**src/sv/htri_pkg.sv**
```systemverilog
// Shared types and constants for the heightmap triangle sampler.
// No dependencies; used by every RTL file of the block.
`timescale 1ns / 1ps

package htri_pkg;

  // grid and number formats
  localparam int MAP_SIDE_DEF = 64;
  localparam int HEIGHT_W     = 16;
  localparam int FRAC_W       = 8;
  localparam int CELL_W       = 6;
  localparam int QUERY_W      = 14;
  localparam int CX_W         = QUERY_W - FRAC_W;
  localparam int OUT_W        = HEIGHT_W + FRAC_W;

  // interpolation arithmetic
  localparam int DIFF_W = HEIGHT_W + 1;
  localparam int PROD_W = DIFF_W + FRAC_W + 1;
  localparam int ACC_W  = PROD_W + 1;

  // size registers
  localparam int                  CFG_W     = 7;
  localparam int                  CFG_IDX_W = 1;
  localparam logic [CFG_IDX_W-1:0] CFG_COLS = 1'b0;
  localparam logic [CFG_IDX_W-1:0] CFG_ROWS = 1'b1;
  localparam logic [CFG_W-1:0]     SIZE_RST = 7'd64;

  // item kinds carried in tuser
  localparam logic FUNC_WRITE = 1'b0;
  localparam logic FUNC_QUERY = 1'b1;

  localparam int IN_TDATA_W  = 2 * CELL_W + HEIGHT_W + 2 * QUERY_W;
  localparam int OUT_TDATA_W = OUT_W;

  // input beat payload, lowest field in the lowest bits
  typedef struct packed {
    logic [QUERY_W-1:0]  query_y;
    logic [QUERY_W-1:0]  query_x;
    logic [HEIGHT_W-1:0] height_value;
    logic [CELL_W-1:0]   cell_y;
    logic [CELL_W-1:0]   cell_x;
  } item_t;

  // sequencer to datapath: corner capture strobes and the fractions
  typedef struct packed {
    logic              cap_a;
    logic              cap_p;
    logic              cap_c;
    logic              abc;
    logic [FRAC_W-1:0] fx;
    logic [FRAC_W-1:0] fy;
  } corner_ctl_t;

  // sequencer to output stage: result hand-off
  typedef struct packed {
    logic vld;
    logic status;
    logic use_interp;
  } push_t;

endpackage

```
**src/sv/htri_interp.sv**
```systemverilog
// Plane interpolation datapath: collects three corner heights from the
// RAM read port and forms the height in two multiply steps. Depends on htri_pkg.
`timescale 1ns / 1ps

module htri_interp (
  input  logic                          clk_i,
  input  htri_pkg::corner_ctl_t         corner_i,
  input  logic [htri_pkg::HEIGHT_W-1:0] rdata_i,
  output logic [htri_pkg::OUT_W-1:0]    res_o
);

  localparam int HW = htri_pkg::HEIGHT_W;
  localparam int FW = htri_pkg::FRAC_W;

  logic signed [HW-1:0]               h0_q, h1_q, h2_q;
  logic signed [htri_pkg::PROD_W-1:0] p1_q, p2;
  logic signed [htri_pkg::DIFF_W-1:0] d_lo, d_hi;
  logic        [FW-1:0]               f_lo, f_hi;
  logic signed [htri_pkg::OUT_W-1:0]  base;
  logic signed [htri_pkg::ACC_W-1:0]  acc;

  // h0 = A, h1 = B or D, h2 = C; both triangles reduce to
  // A*2^F + d_lo*f_lo + d_hi*f_hi with the fractions swapped for ACD
  assign d_lo = htri_pkg::DIFF_W'(h1_q) - htri_pkg::DIFF_W'(h0_q);
  assign d_hi = htri_pkg::DIFF_W'(h2_q) - htri_pkg::DIFF_W'(h1_q);
  assign f_lo = corner_i.abc ? corner_i.fx : corner_i.fy;
  assign f_hi = corner_i.abc ? corner_i.fy : corner_i.fx;

  // corner capture and first product
  always_ff @(posedge clk_i) begin
    if (corner_i.cap_a) begin
      h0_q <= rdata_i;
    end
    if (corner_i.cap_p) begin
      h1_q <= rdata_i;
    end
    if (corner_i.cap_c) begin
      h2_q <= rdata_i;
      p1_q <= htri_pkg::PROD_W'(d_lo) * htri_pkg::PROD_W'($signed({1'b0, f_lo}));
    end
  end

  // second product and sum, registered by the output stage
  assign p2   = htri_pkg::PROD_W'(d_hi) * htri_pkg::PROD_W'($signed({1'b0, f_hi}));
  assign base = {h0_q, {FW{1'b0}}};
  assign acc  = htri_pkg::ACC_W'(base) + htri_pkg::ACC_W'(p1_q) + htri_pkg::ACC_W'(p2);
  assign res_o = acc[htri_pkg::OUT_W-1:0];

endmodule

```
**config.mk**
```make
export PLATFORM = sky130hd
export DESIGN_NAME = htri_interp
export DESIGN_NICKNAME = d
export VERILOG_FILES = /design/src/sv/htri_pkg.sv /design/src/sv/htri_interp.sv
export SDC_FILE = /design/constraint.sdc
export NUM_CORES = 1
export LEC_CHECK = 0
export BUFFER_PORTS_ARGS = -buffer_cell sky130_fd_sc_hd__buf_4
export CAP_MARGIN = 20
export CORE_MARGIN = 3
export CORE_UTILIZATION = 55
export DETAILED_ROUTE_END_ITERATION = 6
export PLACE_DENSITY = 0.75
export SYNTH_ARGS = -nofsm -noshare
export SYNTH_HDL_FRONTEND = slang
export SYNTH_SLANG_ARGS = --single-unit
export TNS_END_PERCENT = 30
```
**constraint.sdc**
```tcl
create_clock -name clk_i -period 7.2 [get_ports clk_i]
set_input_delay 0.72 -clock clk_i [delete_from_list [all_inputs] [get_ports clk_i]]
set_output_delay 0.72 -clock clk_i [all_outputs]
set_load 0.01 [all_outputs]
```
==> results of run 1 <==
[per-layer routing]
metal	share of wire [%]	GRT usage, %
met3	4.7	2.089
met4	2.3	7.640
met1	43	31.59
met2	50	41.80
met5	0	0
[repair_timing]
action | CTS | global route
setup endpoints to repair | 13 | 18
pin swaps | 52 | 37
gates cloned | 0 | 0
resized for setup | 61 | 44
setup buffers | 8 | 13
[cell usage after synthesis (all sizes together)]
library cell	number	area (µm²)
or3	4	25.02
nand2b	33	206.5
o21ai	34	173.9
nor4b	1	15.01
or2	2	12.51
o211ai	3	22.52
mux2	11	123.9
a21oi	43	215.2
o41ai	5	66.32
nand2	124	465.5
a41o	4	40.04
buf	7	28.78
nor3	12	60.06
o41a	2	22.52
nand4b	1	8.760
a211oi	9	67.56
nand4	3	18.77
or4	1	7.510
nor2b	20	125.1
o21bai	5	37.54
mux2i	12	120.1
a21o	16	120.1
o2bb2ai	1	8.760
and3	5	31.28
a22oi	1	7.510
clkbuf	15	56.30
nor2	191	719.4
xor2	35	306.5
and2	11	68.82
a31oi	5	31.28
o311a	1	10.01
inv	369	1385
o22ai	2	18.77
ha	139	1739
xnor2	67	586.8
o21a	12	90.09
nand3	10	50.05
a211o	1	8.760
fa	240	4805
edfxtp	72	2162
o31ai	7	80.08
o311ai	2	25.03
nor4	2	12.51
[cell usage in the layout, fill, tap and decap left out, types with 5 or more instances in the layout]
cell type,n
o21ai_1,6
buf_4,168
o21ai_2,8
a21o_1,16
buf_6,5
mux2i_1,10
nand2_1,119
nand3_1,10
o21ai_0,17
fa_2,9
ha_4,6
o21bai_1,5
a21oi_2,11
nor2_1,183
and3_1,5
fa_1,231
xnor2_1,59
xnor2_2,8
xor2_1,31
mux2_2,11
ha_1,131
clkbuf_16,9
a21oi_1,30
a211oi_1,7
nor3_1,12
inv_1,362
and2_1,8
inv_2,7
o21a_1,12
nand2b_1,32
nor2b_1,19
nor2_2,8
edfxtp_1,72
[critical path: stages, from the launching register on]
cell      delay (ns)
edfxtp_1        0.42
ha_4            0.20
fa_2            0.35
nand2b_4        0.17
a21oi_4         0.20
o41ai_4         0.10
o21ai_4         0.24
buf_6           0.14
o311ai_4        0.08
nand2_2         0.11
buf_6           0.11
o22ai_4         0.06
buf_6           0.16
and2_4          0.16
fa_2            0.62
inv_2           0.06
fa_1            0.53
fa_1            0.46
fa_1            0.51
fa_2            0.43
xnor2_2         0.16
xnor2_2         0.15
xnor2_2         0.24
nor4_1          0.09
a21oi_1         0.14
nand4_1         0.20
xnor2_1         0.20
buf_4           0.14
[cells by family after synthesis]
family	share of synthesized area, %
simple gates	12.88
buf+inv	10.36
fa+ha+maj	46.13
compound gates	7.374
xor+xnor	6.297
flops	15.24
mux	1.720
[final timing paths]
check	end	cells past startpoint
setup / recovery	res_o[23]	27
setup reg to reg	p1_q[22]$_DFFE_PP_	29
hold / removal	h1_q[15]$_DFFE_PP_	1
hold reg to reg	p1_q[0]$_DFFE_PP_	2
[layout make-up]
| class | instances | area [µm²] |
|---|---|---|
| multi-input combinational | 1077 | 11040 |
| fill | 1993 | 8641 |
| sequential | 72 | 2162 |
| inverter | 369 | 1385 |
| timing repair buffer | 173 | 1318 |
| tap | 330 | 412.9 |
| clock buffer | 9 | 225.2 |
| clock inverter | 7 | 72.57 |
[per-stage QoR]
stage               std cells  hold WS (ns)  setup WS (ns)  TNS (ns)
floorplan                1540        0.7826        0.04043         0
global placement         2001        0.9081        -0.1893   -0.4094
detailed placement       2001        0.9157        -0.3327    -1.441
CTS                      2025        0.5692        -0.3222    -2.171
global route             2037        0.5713        -0.5671    -6.873
finish                   2037        0.5784        -0.2761    -2.140
[state kept, by name, indices dropped and copies added (netlist names)]
| register | cells |
|---|---|
| p1_q | 24 |
| h0_q | 16 |
| h1_q | 16 |
| h2_q | 16 |
==> impl_metrics.yaml, run 1 <==
finish:
  diodes: 0
  layout-drive-gt1-share_pct: 17.57
  fin_nets: 2118
  area_growth_pct: 17.11
  design_area_um2: 16610
  final_core_util_pct: 65.78
floorplanning:
  die_y_um: 166.6
  die-area_um2: 27760
  ios: 61
  core_um2: 25250
  initial_core_util_pct: 56.17
  fp.dieW_um: 166.6
  row_count: 58
grt:
  grt_pass1_vias: 11656
  antenna_found_initial: 1
  grt_start_max_net_pins: 41
  track_usage_pct: 23.84
  gr-total-overflow: 0
  grt_pass1_wl_um: 54580
route:
  vias: 10730
  ant_nets: 0
  dr.pass1.iters: 5
  drc: 0
  drt_iter0_drc: 528
  wl_per_cell_um: 15.78
  via_per_inst: 5.268
  drt_wl_total_um: 32140
sta:
  finalSetupViolCount: 13
  grt_setup_unrepaired: "true"
  relSlewSlack_pct: 42.91
  fin_ws_ns: -0.2761
  fin_crit_sh_pct: 103.8
  drv_slew: 0
  skew_ns: 0.008957
  hold_viol_final: 0
  timing.final.crit_period_ns: 7.476
  clock.fmax_mhz: 133.8
  worstMarginPinSlew_ns: 0.8325
clocking:
  clk_latency_ns: 0.33
  htreeDepth: 3
  cts_buffer_depth: 2
  cts_tree: "yes"
  clk_pin_slew_ns: 0.06
  numCtsBuffers: 9
  cts_root_buf: "clkbuf_16"
  postCtsHoldBufs: 0
  cts_sinks: 72
hold_path:
  min-delay-start: "rdata_i[15]"
  hold_class: "input port to flop"
placement:
  portBuffers: 60
  gp_congestion: 0.9029
  hpwl_um: 27540
  dpl_cell_area_um2: 15710
critical_path:
  crit_path_start: "h1_q[0]$_DFFE_PP_"
  crit_type: "flop to output pin"
  end_kind: "output pin"
  r2r_start: "h1_q[0]$_DFFE_PP_"
  critical_path_arrival_ns: 6.76
  rrSetupSlack_ns: -0.06
  setup.worst_path.start_class: "flop"
  cp_max_fo: 8
  required_ns: 6.48
logic_synthesis:
  syn-num-nets: 1956
  yosysSeqAreaShare_pct: 15.24
  syn_inst: 1540
  synth_cell_types: 51
  yosysWarnings: 0
  synth-seq-cells: 72
  synth_area_per_cell_um2: 9.212
  synth_area_um2: 14190
run:
  cap_violations: 0
status:
  outcome: "finished, violations left"
  failed_checks: "setup timing"
Power of run 1 is left out: the tool's default activity adds up to more than one toggle a clock period on the data nets, which glitch-free logic cannot reach.
==> run 2: changes to the inputs <==
--- a/config.mk
+++ b/config.mk
@@ -10,7 +10,9 @@
 export CORE_MARGIN = 3
 export CORE_UTILIZATION = 55
 export DETAILED_ROUTE_END_ITERATION = 6
+export GPL_TIMING_DRIVEN = 0
 export PLACE_DENSITY = 0.75
+export REMOVE_ABC_BUFFERS = 1
 export SYNTH_ARGS = -nofsm -noshare
 export SYNTH_HDL_FRONTEND = slang
 export SYNTH_SLANG_ARGS = --single-unit
==> run 2 against run 1 <==
  * The run still ends with setup timing left
  * Critical path depth stayed put
  * Die area unchanged
  * Maximum frequency shrank 3.0%
  * Register-to-register slack better by 0.15 ns
  * Clock skew down 0.0011 ns
  * Via count decreased by 0.74%
  * Global-route usage down 0.41 points
  * Sequential share of layout area is 0.40 points higher
  * Utilization decreased by 2.0 points
  * Sequential cell count is the same
==> impl_metrics.yaml, run 2 (same netlist as run 1, synthesis figures left out) <==
status:
  outcome: "finished, violations left"
  failed_checks: "setup timing"
critical_path:
  worst-path-buf-inv: 8
  crit_path_top_delay_cell: "or4_4"
  required_ns: 6.48
  worst_r2r_path_depth: 27
  crit_type: "flop to output pin"
  cp_max_fo: 6
  cpMostUsedCell: "fa_1"
  setup.worst_path.start_class: "flop"
  end_kind: "output pin"
  cp_top_family: "adder cells"
  slowest_delay_ns: 0.55
  critical_path_arrival_ns: 6.99
  crit_cells: 27
finish:
  layout_commonest_cell: "inv_1"
  top_register: "p1_q"
  diodes: 0
  fin_nets: 2043
  area_growth_pct: 13.59
  layout-drive-gt1-share_pct: 13.73
  largest_reg_flops: 24
  final_cell_mix: "inv_1 (363), fa_1 (233), nor2_1 (189)"
  fin_cells: 1962
grt:
  grt_pass1_vias: 11248
  track_usage_pct: 23.43
  grt_pass1_wl_um: 53630
  grt_start_max_net_pins: 41
  antenna_found_initial: 0
  gr-total-overflow: 0
clocking:
  cts_tree: "yes"
  htreeDepth: 3
  clk_latency_ns: 0.33
  cts_buffer_depth: 2
  cts_sinks: 72
  numCtsBuffers: 9
  cts_root_buf: "clkbuf_16"
  clk_pin_slew_ns: 0.06
sta:
  skew_ns: 0.007877
  relSlewSlack_pct: 26.67
  finalSetupViolCount: 12
  fin_ws_ns: -0.5055
  timing.final.crit_period_ns: 7.705
  grt_setup_unrepaired: "true"
  drv_slew: 0
  hold_viol_final: 0
  worstMarginPinSlew_ns: 1.069
  clock.fmax_mhz: 129.8
  fin_crit_sh_pct: 107.0
floorplanning:
  fp.dieW_um: 166.6
  ios: 61
  die-area_um2: 27760
  core_um2: 25250
  row_count: 58
  die_y_um: 166.6
  initial_core_util_pct: 56.17
route:
  ant_nets: 0
  via_per_inst: 5.429
  drc: 0
  drt_iter0_drc: 586
  drt_wl_total_um: 32560
  vias: 10651
  dr.pass1.iters: 5
  wl_per_cell_um: 16.59
hold_path:
  worstHoldPathCells: 1
  hold_class: "input port to flop"
placement:
  placedCellCount: 1915
  hpwl_um: 26310
  gp_congestion: 0.9281
  portBuffers: 60
run:
  cap_violations: 0
-- run 2: area by class of cell --
cell class | count | area (µm²)
clock buffers | 9 | 225.2
clock inverters | 7 | 37.54
fillers | 1979 | 9140
inverters | 369 | 1385
multi-input cells | 1077 | 11140
flip-flops and latches | 72 | 2162
well taps | 330 | 412.9
repair buffers | 98 | 754.5
-- run 2: per-stage QoR --
step	instance area (µm²)	TNS, ns	hold slack, ns	setup slack [ns]	utilization [%]
finish	16110	-3.342	0.5844	-0.5055	63.81
global route	16110	-6.858	0.5784	-0.7459	63.81
CTS	15820	-3.108	0.5765	-0.5204	62.65
detailed placement	15050	-8.866	0.9186	-1.141	59.61
global placement	14960	-7.561	0.9168	-1.067	59.25
floorplan	14100	-0.1589	0.7827	-0.1589	-
-- run 2: timing repair --
item	4_1_cts	5_1_grt
hold buffers	0	0
setup buffers	21	10
gates resized for setup	64	49
setup endpoints to repair	17	21
pin swaps	40	44
cloned	0	0
-- run 2: metal layers --
metal	vias to the layer above	track usage, %	wire length, µm
li1	4916	-	-
met1	5322	30.96	13750
met2	336	40.55	16290
met3	77	2.635	1600
met4	0	7.891	923
met5	-	0	0
-- run 2: path summary, 6_finish.rpt --
path / from / endpoint / slack (ns)
min: rdata_i[14] / h1_q[14]$_DFFE_PP_ / 0.58
max reg2reg: h1_q[0]$_DFFE_PP_ / p1_q[22]$_DFFE_PP_ / 0.09
min reg2reg: h0_q[0]$_DFFE_PP_ / p1_q[0]$_DFFE_PP_ / 0.95
max: h1_q[2]$_DFFE_PP_ / res_o[22] / -0.51
-- run 2: worst reg2reg max path, delay by kind of cell, from the launching register on --
family	cells	cell delay, ns
compound gates	10	2.40
xor+xnor	2	0.50
fa+ha+maj	7	2.81
buf+inv	5	0.33
flops	1	0.43
simple gates	3	0.40
Power of run 2 is left out for the same reason.
==> run 3: changes to the inputs <==
--- a/config.mk
+++ b/config.mk
@@ -12,6 +12,7 @@
 export DETAILED_ROUTE_END_ITERATION = 6
 export GPL_TIMING_DRIVEN = 0
 export PLACE_DENSITY = 0.75
+export RECOVER_POWER = 25
 export REMOVE_ABC_BUFFERS = 1
 export SYNTH_ARGS = -nofsm -noshare
 export SYNTH_HDL_FRONTEND = slang
==> run 3 against run 2 <==
  * The run still ends with setup timing left
  * Maximum frequency hardly changed
  * First-iteration DRC count is 2.0% higher
  * Sequential share of layout area about the same
  * Worst hold slack better by 0.034 ns
  * Wire length decreased by 0.16%
  * Via count is 0.31% higher
  * Largest cell class unchanged
  * Register-to-register slack about the same
  * Critical path type unchanged
==> impl_metrics.yaml, run 3 (same netlist as run 1, synthesis figures left out) <==
status:
  outcome: "finished, violations left"
  failed_checks: "setup timing"
finish:
  top_register: "p1_q"
  nFillCells: 1993
  layout-drive-gt1-share_pct: 12.93
  multi_input_area_um2: 11140
  seqCellArea_um2: 2162
  final_core_util_pct: 63.61
  diodes: 0
  area_growth_pct: 13.25
  largest_reg_flops: 24
  fin_nets: 2043
  design_area_um2: 16070
  final_cell_mix: "inv_1 (363), fa_1 (233), nor2_1 (189)"
  layout_commonest_cell: "inv_1"
route:
  drc: 0
  drt_iter0_drc: 598
  ant_nets: 0
  wl_per_cell_um: 16.57
  vias: 10684
  via_per_inst: 5.445
  drt_wl_total_um: 32510
  dr.pass1.iters: 5
clocking:
  clk_latency_ns: 0.33
  clk_pin_slew_ns: 0.05
  postCtsHoldBufs: 0
  cts_sinks: 72
  cts_root_buf: "clkbuf_16"
  numCtsBuffers: 9
  cts_tree: "yes"
  cts_buffer_depth: 2
  htreeDepth: 3
sta:
  timing.final.crit_period_ns: 7.710
  grt_setup_unrepaired: "true"
  skew_ns: 0.006957
  relSlewSlack_pct: 25.50
  worstMarginPinSlew_ns: 1.086
  finalSetupViolCount: 12
  fin_crit_sh_pct: 107.1
  fin_ws_ns: -0.5103
  drv_slew: 0
  fin_hold_ws_ns: 0.6184
  clock.fmax_mhz: 129.7
  hold_viol_final: 0
grt:
  grt_start_max_net_pins: 41
  gr-total-overflow: 0
  antenna_found_initial: 0
  grt_pass1_wl_um: 53630
  grt_pass1_vias: 11248
  track_usage_pct: 23.43
floorplanning:
  ios: 61
  initial_core_util_pct: 56.17
  row_count: 58
  fp.dieW_um: 166.6
  die-area_um2: 27760
  core_um2: 25250
  die_y_um: 166.6
critical_path:
  required_ns: 6.48
  setup.worst_path.start_class: "flop"
  end_kind: "output pin"
  critical_path_arrival_ns: 6.99
  crit_type: "flop to output pin"
  cp_max_fo: 6
run:
  cap_violations: 0
placement:
  gp_congestion: 0.9281
  dpl_cell_area_um2: 15050
  hpwl_um: 26310
  portBuffers: 60
  post-place-ws_ns: -1.141
hold_path:
  hold_class: "input port to flop"
[run 3: path summary, 6_finish.rpt]
kind	from	slack [ns]	endpoint	depth (start not counted)
setup / recovery	h1_q[2]$_DFFE_PP_	-0.51	res_o[22]	27
hold / removal	rdata_i[3]	0.62	h0_q[3]$_DFFE_PP_	1
setup reg to reg	h1_q[0]$_DFFE_PP_	0.09	p1_q[22]$_DFFE_PP_	27
hold reg to reg	h0_q[0]$_DFFE_PP_	0.96	p1_q[0]$_DFFE_PP_	2
[run 3: cell type report]
cell class	instances	area share (%)
Timing Repair Buffer	98	4.393
Multi-Input combinational cell	1077	69.32
Inverter	369	8.622
Sequential cell	72	13.46
Clock inverter	7	0.2336
Clock buffer	9	1.402
Tap cell	330	2.570
[run 3: stage by stage]
step,std cells,TNS [ns]
2_1_floorplan,1518,-0.1589
3_3_place_gp,1908,-7.561
3_5_place_dp,1915,-8.866
4_1_cts,1952,-3.108
5_1_grt,1962,-6.858
6_report,1962,-3.380
[run 3: critical path, cell delays in order (launching register included)]
cell and delay, ns:
edfxtp_1 0.38, inv_1 0.06, ha_1 0.42, o21ai_2 0.12, a21oi_2 0.25, a211oi_2 0.10, buf_4 0.15, buf_4 0.13
nor2_1 0.15, a21oi_1 0.13, xor2_2 0.19, buf_4 0.17, nand2b_1 0.16, fa_1 0.54, inv_1 0.05, fa_1 0.50
fa_1 0.48, fa_1 0.52, inv_1 0.05, fa_1 0.47, inv_1 0.04, ha_1 0.25, or4_4 0.55, o21ai_4 0.16
o21ai_2 0.08, o41ai_2 0.24, xnor2_1 0.16, buf_4 0.14
[run 3: repair_timing]
item / in CTS / in global routing
resized for setup: 64 / 49
endpoints found under the setup margin: 17 / 21
pin swaps: 40 / 44
cloned: 0 / 0
setup buffers: 21 / 10
[run 3: routing by layer]
metal  share of wire (%)  routed length [µm]  global-route usage [%]
met4                 2.8                 925                   7.891
met1                  42               13670                   30.96
met2                  50               16240                   40.55
met3                 5.1                1670                   2.635
met5                   0                   0                       0
Power of run 3 is left out for the same reason.
