--- src/sv/htri_pkg.sv ---
// Shared types and constants for the heightmap triangle sampler.
// No dependencies; used by every RTL file of the block.
`timescale 1ns / 1ps

package htri_pkg;

  // grid and number formats
  localparam int MAP_SIDE_DEF = 64;
  localparam int HEIGHT_W     = 16;
  localparam int FRAC_W       = 8;
  localparam int CELL_W       = 6;
  localparam int QUERY_W      = 14;
  localparam int CX_W         = QUERY_W - FRAC_W;
  localparam int OUT_W        = HEIGHT_W + FRAC_W;

  // interpolation arithmetic
  localparam int DIFF_W = HEIGHT_W + 1;
  localparam int PROD_W = DIFF_W + FRAC_W + 1;
  localparam int ACC_W  = PROD_W + 1;

  // size registers
  localparam int                  CFG_W     = 7;
  localparam int                  CFG_IDX_W = 1;
  localparam logic [CFG_IDX_W-1:0] CFG_COLS = 1'b0;
  localparam logic [CFG_IDX_W-1:0] CFG_ROWS = 1'b1;
  localparam logic [CFG_W-1:0]     SIZE_RST = 7'd64;

  // item kinds carried in tuser
  localparam logic FUNC_WRITE = 1'b0;
  localparam logic FUNC_QUERY = 1'b1;

  localparam int IN_TDATA_W  = 2 * CELL_W + HEIGHT_W + 2 * QUERY_W;
  localparam int OUT_TDATA_W = OUT_W;

  // input beat payload, lowest field in the lowest bits
  typedef struct packed {
    logic [QUERY_W-1:0]  query_y;
    logic [QUERY_W-1:0]  query_x;
    logic [HEIGHT_W-1:0] height_value;
    logic [CELL_W-1:0]   cell_y;
    logic [CELL_W-1:0]   cell_x;
  } item_t;

  // sequencer to datapath: corner capture strobes and the fractions
  typedef struct packed {
    logic              cap_a;
    logic              cap_p;
    logic              cap_c;
    logic              abc;
    logic [FRAC_W-1:0] fx;
    logic [FRAC_W-1:0] fy;
  } corner_ctl_t;

  // sequencer to output stage: result hand-off
  typedef struct packed {
    logic vld;
    logic status;
    logic use_interp;
  } push_t;

endpackage

--- src/sv/htri_ctrl.sv ---
// Sequencer of the heightmap sampler: accepts beats, drives the height RAM
// port and hands results on. Depends on htri_pkg.
`timescale 1ns / 1ps

module htri_ctrl #(
  parameter int MAP_SIDE = htri_pkg::MAP_SIDE_DEF
) (
  input  logic                               clk_i,
  input  logic                               rst_ni,
  input  logic                               s_valid_i,
  input  logic                               s_func_i,
  input  htri_pkg::item_t                    item_i,
  input  logic [htri_pkg::CFG_W-1:0]         cols_i,
  input  logic [htri_pkg::CFG_W-1:0]         rows_i,
  input  logic                               out_free_i,
  output logic                               s_ready_o,
  output logic                               ram_en_o,
  output logic                               ram_we_o,
  output logic [$clog2(MAP_SIDE*MAP_SIDE)-1:0] ram_addr_o,
  output logic [htri_pkg::HEIGHT_W-1:0]      ram_wdata_o,
  output htri_pkg::corner_ctl_t              corner_o,
  output htri_pkg::push_t                    push_o
);

  localparam int AW = $clog2(MAP_SIDE * MAP_SIDE);
  localparam int FW = htri_pkg::FRAC_W;
  localparam int CW = htri_pkg::CFG_W;

  typedef enum logic [2:0] {
    ST_IDLE,
    ST_RD_P,
    ST_RD_C,
    ST_CAP_C,
    ST_PUSH
  } state_e;

  state_e          state_q, state_d;
  logic [AW-1:0]   base_q, base_d;
  logic            abc_q, abc_d;
  logic [FW-1:0]   fx_q, fx_d;
  logic [FW-1:0]   fy_q, fy_d;
  logic            status_q, status_d;
  logic            use_q, use_d;

  logic [htri_pkg::CX_W-1:0] cx, cy;
  logic [FW-1:0]             fx, fy;
  logic [CW-1:0]             cols_eff, rows_eff;
  logic                      reject, wr_in_range, accept;
  logic [AW-1:0]             q_addr, w_addr;

  // split the query point into cell and fraction
  assign cx = item_i.query_x[htri_pkg::QUERY_W-1:FW];
  assign cy = item_i.query_y[htri_pkg::QUERY_W-1:FW];
  assign fx = item_i.query_x[FW-1:0];
  assign fy = item_i.query_y[FW-1:0];

  // sizes above the grid act as the grid side
  assign cols_eff = (32'(cols_i) > MAP_SIDE) ? CW'(MAP_SIDE) : cols_i;
  assign rows_eff = (32'(rows_i) > MAP_SIDE) ? CW'(MAP_SIDE) : rows_i;

  // outside the mesh when the far corner is not inside the grid in use
  assign reject = ((CW'(cx) + CW'(1)) >= cols_eff) || ((CW'(cy) + CW'(1)) >= rows_eff);

  assign wr_in_range = (32'(item_i.cell_x) < MAP_SIDE) && (32'(item_i.cell_y) < MAP_SIDE);

  assign q_addr = AW'(cy) * AW'(MAP_SIDE) + AW'(cx);
  assign w_addr = AW'(item_i.cell_y) * AW'(MAP_SIDE) + AW'(item_i.cell_x);

  assign accept    = s_valid_i && (state_q == ST_IDLE);
  assign s_ready_o = (state_q == ST_IDLE);

  // next state, RAM port and strobes
  always_comb begin
    state_d     = state_q;
    base_d      = base_q;
    abc_d       = abc_q;
    fx_d        = fx_q;
    fy_d        = fy_q;
    status_d    = status_q;
    use_d       = use_q;
    ram_en_o    = 1'b0;
    ram_we_o    = 1'b0;
    ram_addr_o  = base_q;
    ram_wdata_o = item_i.height_value;
    corner_o    = '0;
    push_o      = '0;

    case (state_q)
      ST_IDLE: begin
        if (accept) begin
          state_d = ST_PUSH;
          if (s_func_i == htri_pkg::FUNC_WRITE) begin
            ram_en_o   = wr_in_range;
            ram_we_o   = 1'b1;
            ram_addr_o = w_addr;
            status_d   = 1'b0;
            use_d      = 1'b0;
          end else if (reject) begin
            status_d = 1'b1;
            use_d    = 1'b0;
          end else begin
            // corner A is read right away
            ram_en_o   = 1'b1;
            ram_addr_o = q_addr;
            base_d     = q_addr;
            abc_d      = (fy <= fx);
            fx_d       = fx;
            fy_d       = fy;
            status_d   = 1'b0;
            use_d      = 1'b1;
            state_d    = ST_RD_P;
          end
        end
      end
      ST_RD_P: begin
        // middle corner: B for triangle ABC, D for ACD
        ram_en_o       = 1'b1;
        ram_addr_o     = base_q + (abc_q ? AW'(1) : AW'(MAP_SIDE));
        corner_o.cap_a = 1'b1;
        state_d        = ST_RD_C;
      end
      ST_RD_C: begin
        ram_en_o       = 1'b1;
        ram_addr_o     = base_q + AW'(MAP_SIDE) + AW'(1);
        corner_o.cap_p = 1'b1;
        state_d        = ST_CAP_C;
      end
      ST_CAP_C: begin
        corner_o.cap_c = 1'b1;
        state_d        = ST_PUSH;
      end
      ST_PUSH: begin
        if (out_free_i) begin
          push_o.vld = 1'b1;
          state_d    = ST_IDLE;
        end
      end
      default: begin
        state_d = ST_IDLE;
      end
    endcase

    corner_o.abc      = abc_q;
    corner_o.fx       = fx_q;
    corner_o.fy       = fy_q;
    push_o.status     = status_q;
    push_o.use_interp = use_q;
  end

  // state and held query context
  always_ff @(posedge clk_i or negedge rst_ni) begin
    if (!rst_ni) begin
      state_q  <= ST_IDLE;
      base_q   <= '0;
      abc_q    <= 1'b0;
      fx_q     <= '0;
      fy_q     <= '0;
      status_q <= 1'b0;
      use_q    <= 1'b0;
    end else begin
      state_q  <= state_d;
      base_q   <= base_d;
      abc_q    <= abc_d;
      fx_q     <= fx_d;
      fy_q     <= fy_d;
      status_q <= status_d;
      use_q    <= use_d;
    end
  end

endmodule

--- config.mk ---
export PLATFORM = sky130hd
export DESIGN_NAME = htri_ctrl
export DESIGN_NICKNAME = d
export VERILOG_FILES = /design/src/sv/htri_pkg.sv /design/src/sv/htri_ctrl.sv
export SDC_FILE = /design/constraint.sdc
export NUM_CORES = 1
export LEC_CHECK = 0
export BUFFER_PORTS_ARGS = -buffer_cell sky130_fd_sc_hd__clkbuf_2
export CAP_MARGIN = 0
export CELL_PAD_IN_SITES_DETAIL_PLACEMENT = 1
export CELL_PAD_IN_SITES_GLOBAL_PLACEMENT = 1
export CORE_MARGIN = 2
export CORE_UTILIZATION = 30
export CTS_BUF_LIST = sky130_fd_sc_hd__clkbuf_16
export DETAILED_ROUTE_END_ITERATION = 6
export PLACE_DENSITY = 0.68
export SYNTH_ARGS = -nofsm -noshare
export SYNTH_HDL_FRONTEND = slang
export SYNTH_SLANG_ARGS = --single-unit
--- constraint.sdc ---
create_clock -name clk_i -period 2.52 [get_ports clk_i]
set_input_delay 0.252 -clock clk_i [delete_from_list [all_inputs] [get_ports clk_i]]
set_output_delay 0.252 -clock clk_i [all_outputs]
set_load 0.005 [all_outputs]
==> impl_metrics.py, run 1 <==
metrics = {
    "logic_synthesis": {
        "synth.distinct_cells": 57,
        "synth_edf_count": 0,
        "synth_top_flop_cell": "dfrtp_1",
        "seq_area_frac_synth_pct": 26.3,
        "syn_area_per_cell_sq_um": 8.61,
        "synthCells": 375,
        "ys_warn_count": 0,
        "synthesis.nets": 478,
        "synthesis.area_sq_um": 3230,
        "ys_async_sr_fraction_pct": 100,
        "ys_ff_latch": 34,
    },
    "power_and_ir_drop": {
        "p_leak_uw": 0.00219,
        "vdd_drop_max_uv": 355,
        "power.density_nw_per_um2": 1030,
    },
    "clock_network": {
        "clockBufferDepth": 2,
        "clk_pin_slew_worst_paths_ns": 0.06,
        "clk_latency_ns": 0.28,
        "cts_tree": "yes",
        "cts_root_buf": "clkbuf_16",
        "htreeDepth": 2,
        "clock-sinks": 34,
        "postCtsHoldBufs": 0,
        "cts_buffers": 5,
    },
    "finish": {
        "final_common_cell": "clkbuf_2",
        "num_antenna_cells": 0,
        "fin_util_pct": 43.5,
        "final_cell_mix": "clkbuf_2, buf_4, nand2_1, dfrtp_1, o21ai_0",
        "final_nets": 591,
        "fin_cells": 625,
        "drive_above_1_share_pct": 44.6,
        "nFillCells": 1244,
        "area_growth_pct": 39.7,
    },
    "placement": {
        "dp_hpwl_um": 8570,
        "post-place-cells": 607,
        "port_buffers": 96,
        "routabilityCongestion": 0.891,
    },
    "grt": {
        "grt_pass1_wl_um": 17900,
        "grt_usage_pct": 19.3,
        "grt_start_max_net_pins": 35,
        "antenna_found_initial": 0,
        "grt_pass1_vias": 3539,
        "grt_overflow": 0,
    },
    "status": {
        "status": "finished with violations",
        "failed_checks": "negative setup slack",
    },
    "floorplanning": {
        "initial_utilization_pct": 31.2,
        "pin_count": 129,
        "core_sq_um": 10400,
        "die_h_um": 108,
        "dieArea_sq_um": 11600,
        "die_w_um": 108,
        "row_count": 37,
    },
    "timing": {
        "hold_ws_ns": 0.0798,
        "worst_slack_ns": -0.224,
        "period_share_pct": 109,
        "finalHoldViolations": 0,
        "fin_crit_ns": 2.74,
        "rsz0062_at_grt": "true",
        "worst_pin_slew_ns": 0.876,
        "skew_ns": 0.00442,
        "setup_violations": 13,
        "slew_violations": 0,
        "max_slew_margin_pct": 41.6,
        "fmax_mhz": 364,
    },
    "route": {
        "post-route-drc-count": 0,
        "vias": 3406,
        "wl_per_cell_um": 18.3,
        "ant_nets": 0,
        "drt_iter0_drc": 202,
        "wl_um": 11500,
        "vias_per_cell": 5.45,
        "firstDrtPassIters": 4,
    },
    "job": {
        "maxCapViolations": 0,
    },
    "worst_setup_path": {
        "endpoint_kind": "output pin",
        "worst-path-buf-inv": 3,
        "crit_chain": "buf_8, ha_4, xor2_2, ha_1, a21o_1, a31oi_1, o32a_1, and2_4, buf_6, o211ai_1, a221o_1, buf_2",
        "required_ns": 2.27,
        "slowest_delay_ns": 0.34,
        "crit_family": "compound AO/OA/AOI/OAI gates",
        "cpMaxStageDelayCell": "a221o_1",
        "path_class": "in2out",
        "cp-start-kind": "input port",
        "cp_max_fo": 4,
        "cp.arrival_ns": 2.49,
    },
    "hold_path": {
        "hp-class": "in2async",
    },
}
==> power breakdown <==
part	switching [uW]	leakage (uW)	internal, uW
logic	1340	0.00168	1340
clock network	248	0.0000940	569
registers	349	0.000414	815
total	1940	0.00219	2720
==> registers in the layout, indices dropped and copies added (netlist names) <==
register and flops:
state_q 3, base_q 12, fy_q 8, use_q 1, abc_q 1, fx_q 8, status_q 1
==> per-stage QoR <==
| stage | instance area [sq um] | worst slack [ns] | total power (uW) | setup TNS [ns] |
|---|---|---|---|---|
| 3_3_place_gp | 3940 | -0.263 | 3520 | -4.87 |
| 3_5_place_dp | 3940 | -0.309 | 3580 | -6.68 |
| 2_1_floorplan | 3230 | 0.147 | 2590 | 0 |
| 4_1_cts | 4350 | -0.167 | 4570 | -1.31 |
| 5_1_grt | 4510 | -0.317 | 4970 | -3.51 |
| 6_report | 4510 | -0.224 | 4660 | -1.57 |
==> layout make-up <==
| type | count | area, sq um | area share, % |
|---|---|---|---|
| Tap cell | 136 | 170 | 3.77 |
| Multi-Input combinational cell | 282 | 2280 | 50.6 |
| Timing Repair Buffer | 146 | 941 | 20.8 |
| Sequential cell | 34 | 853 | 18.9 |
| Clock buffer | 5 | 125 | 2.77 |
| Inverter | 19 | 72.6 | 1.61 |
| Clock inverter | 3 | 68.8 | 1.52 |
==> cell families (layout without fill, tap and decap cells) <==
| family | after synthesis | after routing | share of synthesized area (%) |
|---|---|---|---|
| xor gates and xnor gates | 10 | 10 | 2.71 |
| adders and majority gates | 28 | 28 | 10.8 |
| muxes | 20 | 20 | 9.06 |
| AOI/OAI and AO/OA | 116 | 116 | 24.3 |
| DFF | 34 | 34 | 26.3 |
| buffers and inverters | 59 | 173 | 10.2 |
| and+or+nand+nor | 108 | 108 | 16.5 |
==> worst reg2reg max path, stage by stage, from the launching register on <==
cell	delay [ns]
dfrtp_2	0.49
nor2_4	0.17
nand2_2	0.15
clkinv_2	0.08
nand3_1	0.27
inv_1	0.24
nand3_4	0.13
buf_4	0.16
buf_4	0.13
buf_12	0.16
mux2_4	0.31
==> worst paths after layout <==
kind                                 start       endpoint  slack, ns  depth (start not counted)
worst max-delay path            item_i[51]  ram_addr_o[0]      -0.22                         12
worst min-delay path                rst_ni        fx_q[1]       0.08                          1
worst max register to register  state_q[0]        fy_q[6]       0.12                         10
worst min register to register       use_q          use_q       0.47                          2
max in group asynchronous           rst_ni     state_q[0]       1.84                          1
min in group clk_i              item_i[44]        fy_q[2]       0.23                          2
==> timing repair <==
action / CTS / global route
pin swaps: 24 / 15
buffers inserted: 6 / 4
hold endpoints to repair: 0 / 0
gates resized for setup: 36 / 40
setup endpoints to repair: 13 / 13
==> cell usage after synthesis, drive strengths merged, types with 3 or more instances <==
master / count / share of area [%]
ha: 28 / 11
dfrtp: 34 / 26
buf: 30 / 6.8
clkbuf: 10 / 1.2
o22ai: 7 / 1.4
and3: 7 / 1.4
o21a: 4 / 0.93
a211oi: 9 / 2.2
o211ai: 4 / 0.93
xnor2: 8 / 2.2
a21o: 4 / 0.93
nand2: 40 / 4.7
inv: 18 / 2.1
nor3: 3 / 0.46
o21ai: 29 / 4.5
a21oi: 17 / 2.6
nor2: 19 / 2.4
nand3: 16 / 2.9
nand2b: 5 / 0.97
o221ai: 8 / 2.2
nand4: 4 / 0.77
a21boi: 7 / 1.6
o32a: 3 / 0.93
nor2b: 6 / 1.2
mux2: 20 / 9.1
a31oi: 7 / 1.4
==> layer usage <==
metal / global-route usage, % / wire, um / part of all wire [%]
met5: 0 / 0 / 0
met2: 34.8 / 5890 / 51
met3: 2.18 / 581 / 5.1
met4: 5.77 / 208 / 1.8
met1: 24.0 / 4790 / 42
No activity file was read; power rests on OpenSTA's default activity.
==> inputs of run 2 (changes only) <==
- CORE_ASPECT_RATIO: not set -> 1.25
- SETUP_SLACK_MARGIN: not set -> 0.02
==> impl_metrics.py, run 2 (same netlist as run 1, synthesis figures left out) <==
metrics = {
    "status": {
        "status": "finished with violations",
        "failed_checks": "negative setup slack",
    },
    "floorplanning": {
        "core_sq_um": 10600,
        "row_count": 42,
        "initial_utilization_pct": 30.6,
        "dieArea_sq_um": 11600,
        "die_w_um": 96.8,
        "pin_count": 129,
        "die_h_um": 120,
    },
    "timing": {
        "finalHoldViolations": 0,
        "worst_slack_ns": -0.238,
        "setup_violations": 13,
        "worst_pin_slew_ns": 0.882,
        "period_share_pct": 109,
        "skew_ns": 0.00776,
        "fin_crit_ns": 2.76,
        "max_slew_margin_pct": 41.2,
        "fmax_mhz": 363,
        "slew_violations": 0,
        "rsz0062_at_grt": "true",
    },
    "finish": {
        "reg_top3": "base_q (12), fx_q (8), fy_q (8)",
        "drive_above_1_share_pct": 45.9,
        "fin_util_pct": 43.9,
        "nFillCells": 1245,
        "final_nets": 599,
        "regMostFlops": "base_q",
        "final_cell_mix": "clkbuf_2, buf_4, nand2_1, dfrtp_1, o21ai_0",
        "area_growth_pct": 43.4,
        "largest_register_ffs": 12,
        "fin_cells": 629,
        "final_common_cell": "clkbuf_2",
        "num_antenna_cells": 0,
    },
    "clock_network": {
        "clk_latency_ns": 0.28,
        "cts_root_buf": "clkbuf_16",
        "postCtsHoldBufs": 0,
        "cts_buffers": 5,
        "htreeDepth": 2,
        "cts_tree": "yes",
        "clock-sinks": 34,
        "clockBufferDepth": 2,
        "clk_pin_slew_worst_paths_ns": 0.06,
    },
    "placement": {
        "dp_hpwl_um": 8730,
        "post-place-cells": 608,
        "dpl_worst_slack_ns": -0.442,
        "routabilityCongestion": 0.897,
        "port_buffers": 96,
    },
    "power_and_ir_drop": {
        "internal-power_uw": 2620,
        "p_clk_share_pct": 13.2,
        "power_uw": 4600,
        "p_leak_uw": 0.00222,
        "comb_power_share_pct": 62.5,
        "power.density_nw_per_um2": 994,
        "vdd_drop_max_uv": 295,
        "switching_share_pct": 43.1,
        "power_frac_seq_pct": 24.3,
        "p_sw_uw": 1980,
    },
    "worst_setup_path": {
        "cp-start-kind": "input port",
        "timing.rr.start": "state_q[1]",
        "cp_max_fo": 5,
        "reg2reg_slack_ns": 0.21,
        "cp.arrival_ns": 2.51,
        "regToRegEndpoint": "fx_q[0]",
        "cpMaxStageDelayCell": "a221o_1",
        "path_class": "in2out",
        "cp-startpoint": "item_i[36]",
        "endpoint_kind": "output pin",
        "rr_worst_depth": 9,
        "slowest_delay_ns": 0.33,
        "crit_chain": "buf_6, ha_4, xor2_1, ha_1, a21o_1, a31oi_2, o32a_1, and2_4, buf_12, o211ai_1, a221o_1, clkbuf_2",
        "required_ns": 2.27,
    },
    "route": {
        "drt_iter0_drc": 222,
        "vias": 3346,
        "firstDrtPassIters": 4,
        "post-route-drc-count": 0,
        "wl_per_cell_um": 18.3,
        "ant_nets": 0,
        "vias_per_cell": 5.32,
        "wl_um": 11500,
    },
    "grt": {
        "grt_overflow": 0,
        "grt_usage_pct": 19.1,
        "grt_pass1_vias": 3551,
        "grt_pass1_wl_um": 18000,
        "grt_start_max_net_pins": 35,
        "antenna_found_initial": 0,
    },
    "job": {
        "maxCapViolations": 0,
    },
    "hold_path": {
        "hp-class": "in2async",
    },
}
==> run 2: changes by cell type in the layout (fill, tap and decap cells not counted), moves of 3 or more <==
cell | previous run | this run
a21boi_4 | 0 | 4
a211oi_4 | 1 | 4
a21boi_1 | 5 | 2
a31oi_1 | 7 | 4
buf_12 | 2 | 5
buf_4 | 43 | 46
==> run 2: what timing repair did <==
action | CTS | global route
cloned | 1 | 0
setup buffers | 10 | 4
hold endpoints to repair | 0 | 0
resized for setup | 38 | 49
pin swaps | 30 | 35
endpoints found under the setup margin | 13 | 37
==> run 2: worst max-delay path, delay by kind of cell <==
| kind | cells | cell delay (ns) |
|---|---|---|
| compound gates | 5 | 1.04 |
| simple gates | 1 | 0.23 |
| xor+xnor | 1 | 0.14 |
| buf+inv | 3 | 0.34 |
| fa+ha+maj | 2 | 0.48 |
==> run 2: power by group through the flow <==
stage | clock, uW | combinational (uW) | sequential, uW
5_1_grt | 639 | 3120 | 1160
6_report | 608 | 2880 | 1120
2_1_floorplan | 0 | 1580 | 1010
3_5_place_dp | 0 | 2580 | 1120
3_3_place_gp | 0 | 2510 | 1100
4_1_cts | 628 | 2770 | 1110
==> run 2: per-layer routing <==
| layer | up-vias | GRT usage (%) | wire, um |
|---|---|---|---|
| met5 | - | 0 | 0 |
| met4 | 0 | 6.51 | 331 |
| li1 | 1610 | - | - |
| met1 | 1618 | 22.2 | 4540 |
| met2 | 95 | 34.9 | 6130 |
| met3 | 23 | 3.67 | 518 |
==> run 2: final cells by class <==
type	instances	area (sq um)	area share, %
Clock buffer	5	125	2.70
Clock inverter	3	16.3	0.351
Inverter	19	72.6	1.57
Multi-Input combinational cell	282	2360	50.9
Sequential cell	34	852	18.4
Tap cell	132	165	3.57
Timing Repair Buffer	154	1040	22.5
==> run 2: per-stage QoR <==
step | hold WS (ns) | instance area, sq um | setup TNS [ns]
global placement | 0.413 | 3980 | -3.48
global route | 0.154 | 4630 | -4.07
CTS | 0.112 | 4440 | -2.34
finish | 0.0821 | 4630 | -2.39
floorplan | -0.0436 | 3230 | 0
detailed placement | 0.417 | 3980 | -6.30
==> run 2: worst max path at each step <==
| stage | end | slack, ns | depth (start not counted) |
|---|---|---|---|
| floorplan | ram_addr_o[3] | 0.15 | 11 |
| global placement | ram_addr_o[4] | -0.38 | 13 |
| detailed placement | ram_addr_o[4] | -0.44 | 15 |
| CTS | ram_addr_o[7] | -0.22 | 13 |
| global route | ram_addr_o[1] | -0.31 | 12 |
| finish | ram_addr_o[0] | -0.24 | 12 |
==> inputs of run 3 (changes only) <==
- clock period: 2.52 -> 3 ns (I/O delays scaled with it)
==> impl_metrics.py, run 3 (same netlist as run 1, synthesis figures left out) <==
metrics = {
    "power_and_ir_drop": {
        "vdd_drop_max_uv": 262,
        "p_leak_uw": 0.00198,
        "power_uw": 3560,
        "p_clk_share_pct": 16.3,
        "power.density_nw_per_um2": 894,
        "comb_power_share_pct": 56.5,
        "p_sw_uw": 1520,
        "internal-power_uw": 2040,
        "switching_share_pct": 42.6,
        "power_frac_seq_pct": 27.2,
    },
    "finish": {
        "final_common_cell": "clkbuf_2",
        "drive_above_1_share_pct": 34.2,
        "fin_cells": 591,
        "final_nets": 562,
        "reg_top3": "base_q (12), fx_q (8), fy_q (8)",
        "area_growth_pct": 23.3,
        "final_cell_mix": "clkbuf_2, nand2_1, dfrtp_1, ha_1, o21ai_0",
        "num_antenna_cells": 0,
        "nFillCells": 1286,
        "regMostFlops": "base_q",
        "largest_register_ffs": 12,
    },
    "route": {
        "firstDrtPassIters": 4,
        "vias_per_cell": 5.42,
        "vias": 3206,
        "post-route-drc-count": 0,
        "drt_iter0_drc": 191,
        "ant_nets": 0,
        "wl_um": 10300,
        "wl_per_cell_um": 17.4,
    },
    "clock_network": {
        "htreeDepth": 2,
        "cts_buffers": 5,
        "post_cts_buffers": 0,
        "cts_root_buf": "clkbuf_16",
        "cts_tree": "yes",
        "clock-sinks": 34,
        "clockBufferDepth": 2,
        "clk_pin_slew_worst_paths_ns": 0.05,
        "clk_latency_ns": 0.28,
        "postCtsHoldBufs": 0,
    },
    "timing": {
        "rsz0062_at_grt": "true",
        "max_slew_margin_pct": 41.0,
        "period_share_pct": 95.1,
        "worst_slack_ns": 0.147,
        "fmax_mhz": 351,
        "worst_pin_slew_ns": 0.884,
        "fin_crit_ns": 2.85,
        "setup_violations": 0,
        "finalHoldViolations": 0,
        "finalSetupTns_ns": 0,
        "slew_violations": 0,
        "skew_ns": 0.00272,
    },
    "grt": {
        "grt_pass1_vias": 3379,
        "grt_overflow": 0,
        "antenna_found_initial": 0,
        "grt_pass1_wl_um": 17000,
        "grt_usage_pct": 17.9,
        "grt_start_max_net_pins": 35,
    },
    "worst_setup_path": {
        "endpoint_kind": "output pin",
        "cp_max_fo": 10,
        "slowest_delay_ns": 0.38,
        "cp-start-kind": "input port",
        "crit_chain": "clkbuf_2, ha_1, xor2_1, ha_1, a21o_1, a31oi_1, o32a_1, buf_4, a31oi_1, o21ai_1, a221o_1, clkbuf_2",
        "regToRegEndpoint": "base_q[9]",
        "cp.arrival_ns": 2.55,
        "reg2reg_slack_ns": 0.84,
        "required_ns": 2.70,
        "rr_worst_depth": 8,
        "path_class": "in2out",
        "cpMaxStageDelayCell": "a221o_1",
        "timing.rr.start": "state_q[1]",
    },
    "floorplanning": {
        "pin_count": 129,
        "die_w_um": 96.8,
        "row_count": 42,
        "core_sq_um": 10600,
        "initial_utilization_pct": 30.6,
        "die_h_um": 120,
        "dieArea_sq_um": 11600,
    },
    "hold_path": {
        "hp-class": "in2async",
    },
    "placement": {
        "dpl_worst_slack_ns": 0.0513,
        "post-place-cells": 584,
        "routabilityCongestion": 0.871,
        "dp_hpwl_um": 8180,
        "port_buffers": 96,
    },
    "status": {
        "status": "complete, no violations",
    },
    "job": {
        "maxCapViolations": 0,
    },
}
## run 3: cell types whose count changed in the layout (fill, tap and decap cells not counted), sizes merged
| cell | delta |
|---|---|
| clkbuf | +9 |
| buf | -46 |
| clkinv | -1 |
| clkinvlp | -1 |
| bufinv | +1 |
## run 3: area by class of cell
| type | count | area [sq um] | area share (%) |
|---|---|---|---|
| multi-input combinational | 282 | 2090 | 52.4 |
| tap | 132 | 165 | 4.15 |
| clock inverter | 2 | 33.8 | 0.848 |
| inverter | 19 | 72.6 | 1.82 |
| clock buffer | 5 | 125 | 3.14 |
| timing repair buffer | 117 | 651 | 16.3 |
| sequential | 34 | 851 | 21.4 |
## run 3: per-stage QoR
stage | utilization, % | hold WS [ns] | area (sq um)
3_5_place_dp | 35.9 | 0.465 | 3790
6_report | 37.7 | 0.132 | 3980
3_3_place_gp | 35.9 | 0.461 | 3790
5_1_grt | 37.7 | 0.198 | 3980
2_1_floorplan | - | 0.00441 | 3230
4_1_cts | 37.4 | 0.169 | 3950
## run 3: timing repair
item / in CTS / in global routing
resized for setup: 0 / 9
setup endpoints to repair: 0 / 7
hold endpoints to repair: 0 / 0
## run 3: worst max-delay path by stage
stage          cells past startpoint        from              to
2_1_floorplan                     11  item_i[36]   ram_addr_o[3]
5_1_grt                           13  item_i[36]  ram_addr_o[10]
6_report                          12  item_i[36]   ram_addr_o[7]
3_5_place_dp                      11  item_i[36]   ram_addr_o[4]
4_1_cts                           11  item_i[36]   ram_addr_o[4]
3_3_place_gp                      11  item_i[36]   ram_addr_o[4]
## run 3: per-layer routing
metal | wire length, um | global-route usage (%) | share of wire, %
met5 | 0 | 0 | 0
met4 | 214 | 5.55 | 2.1
met3 | 534 | 2.50 | 5.2
met1 | 4120 | 21.7 | 40
met2 | 5430 | 32.5 | 53
## run 3: worst max-delay path: cells and delay by family
kind	cells	cell delay (ns)
AO/OA/AOI/OAI	6	1.17
XOR/XNOR	1	0.15
adder cells (fa/ha/maj)	2	0.53
buffers and inverters	3	0.39
## run 3: power by group through the flow
stage | Sequential [uW] | Combinational [uW] | Clock [uW]
2_1_floorplan | 851 | 1330 | 0
3_3_place_gp | 957 | 1930 | 0
3_5_place_dp | 970 | 1970 | 0
4_1_cts | 965 | 1980 | 595
5_1_grt | 1020 | 2220 | 614
6_report | 968 | 2010 | 579
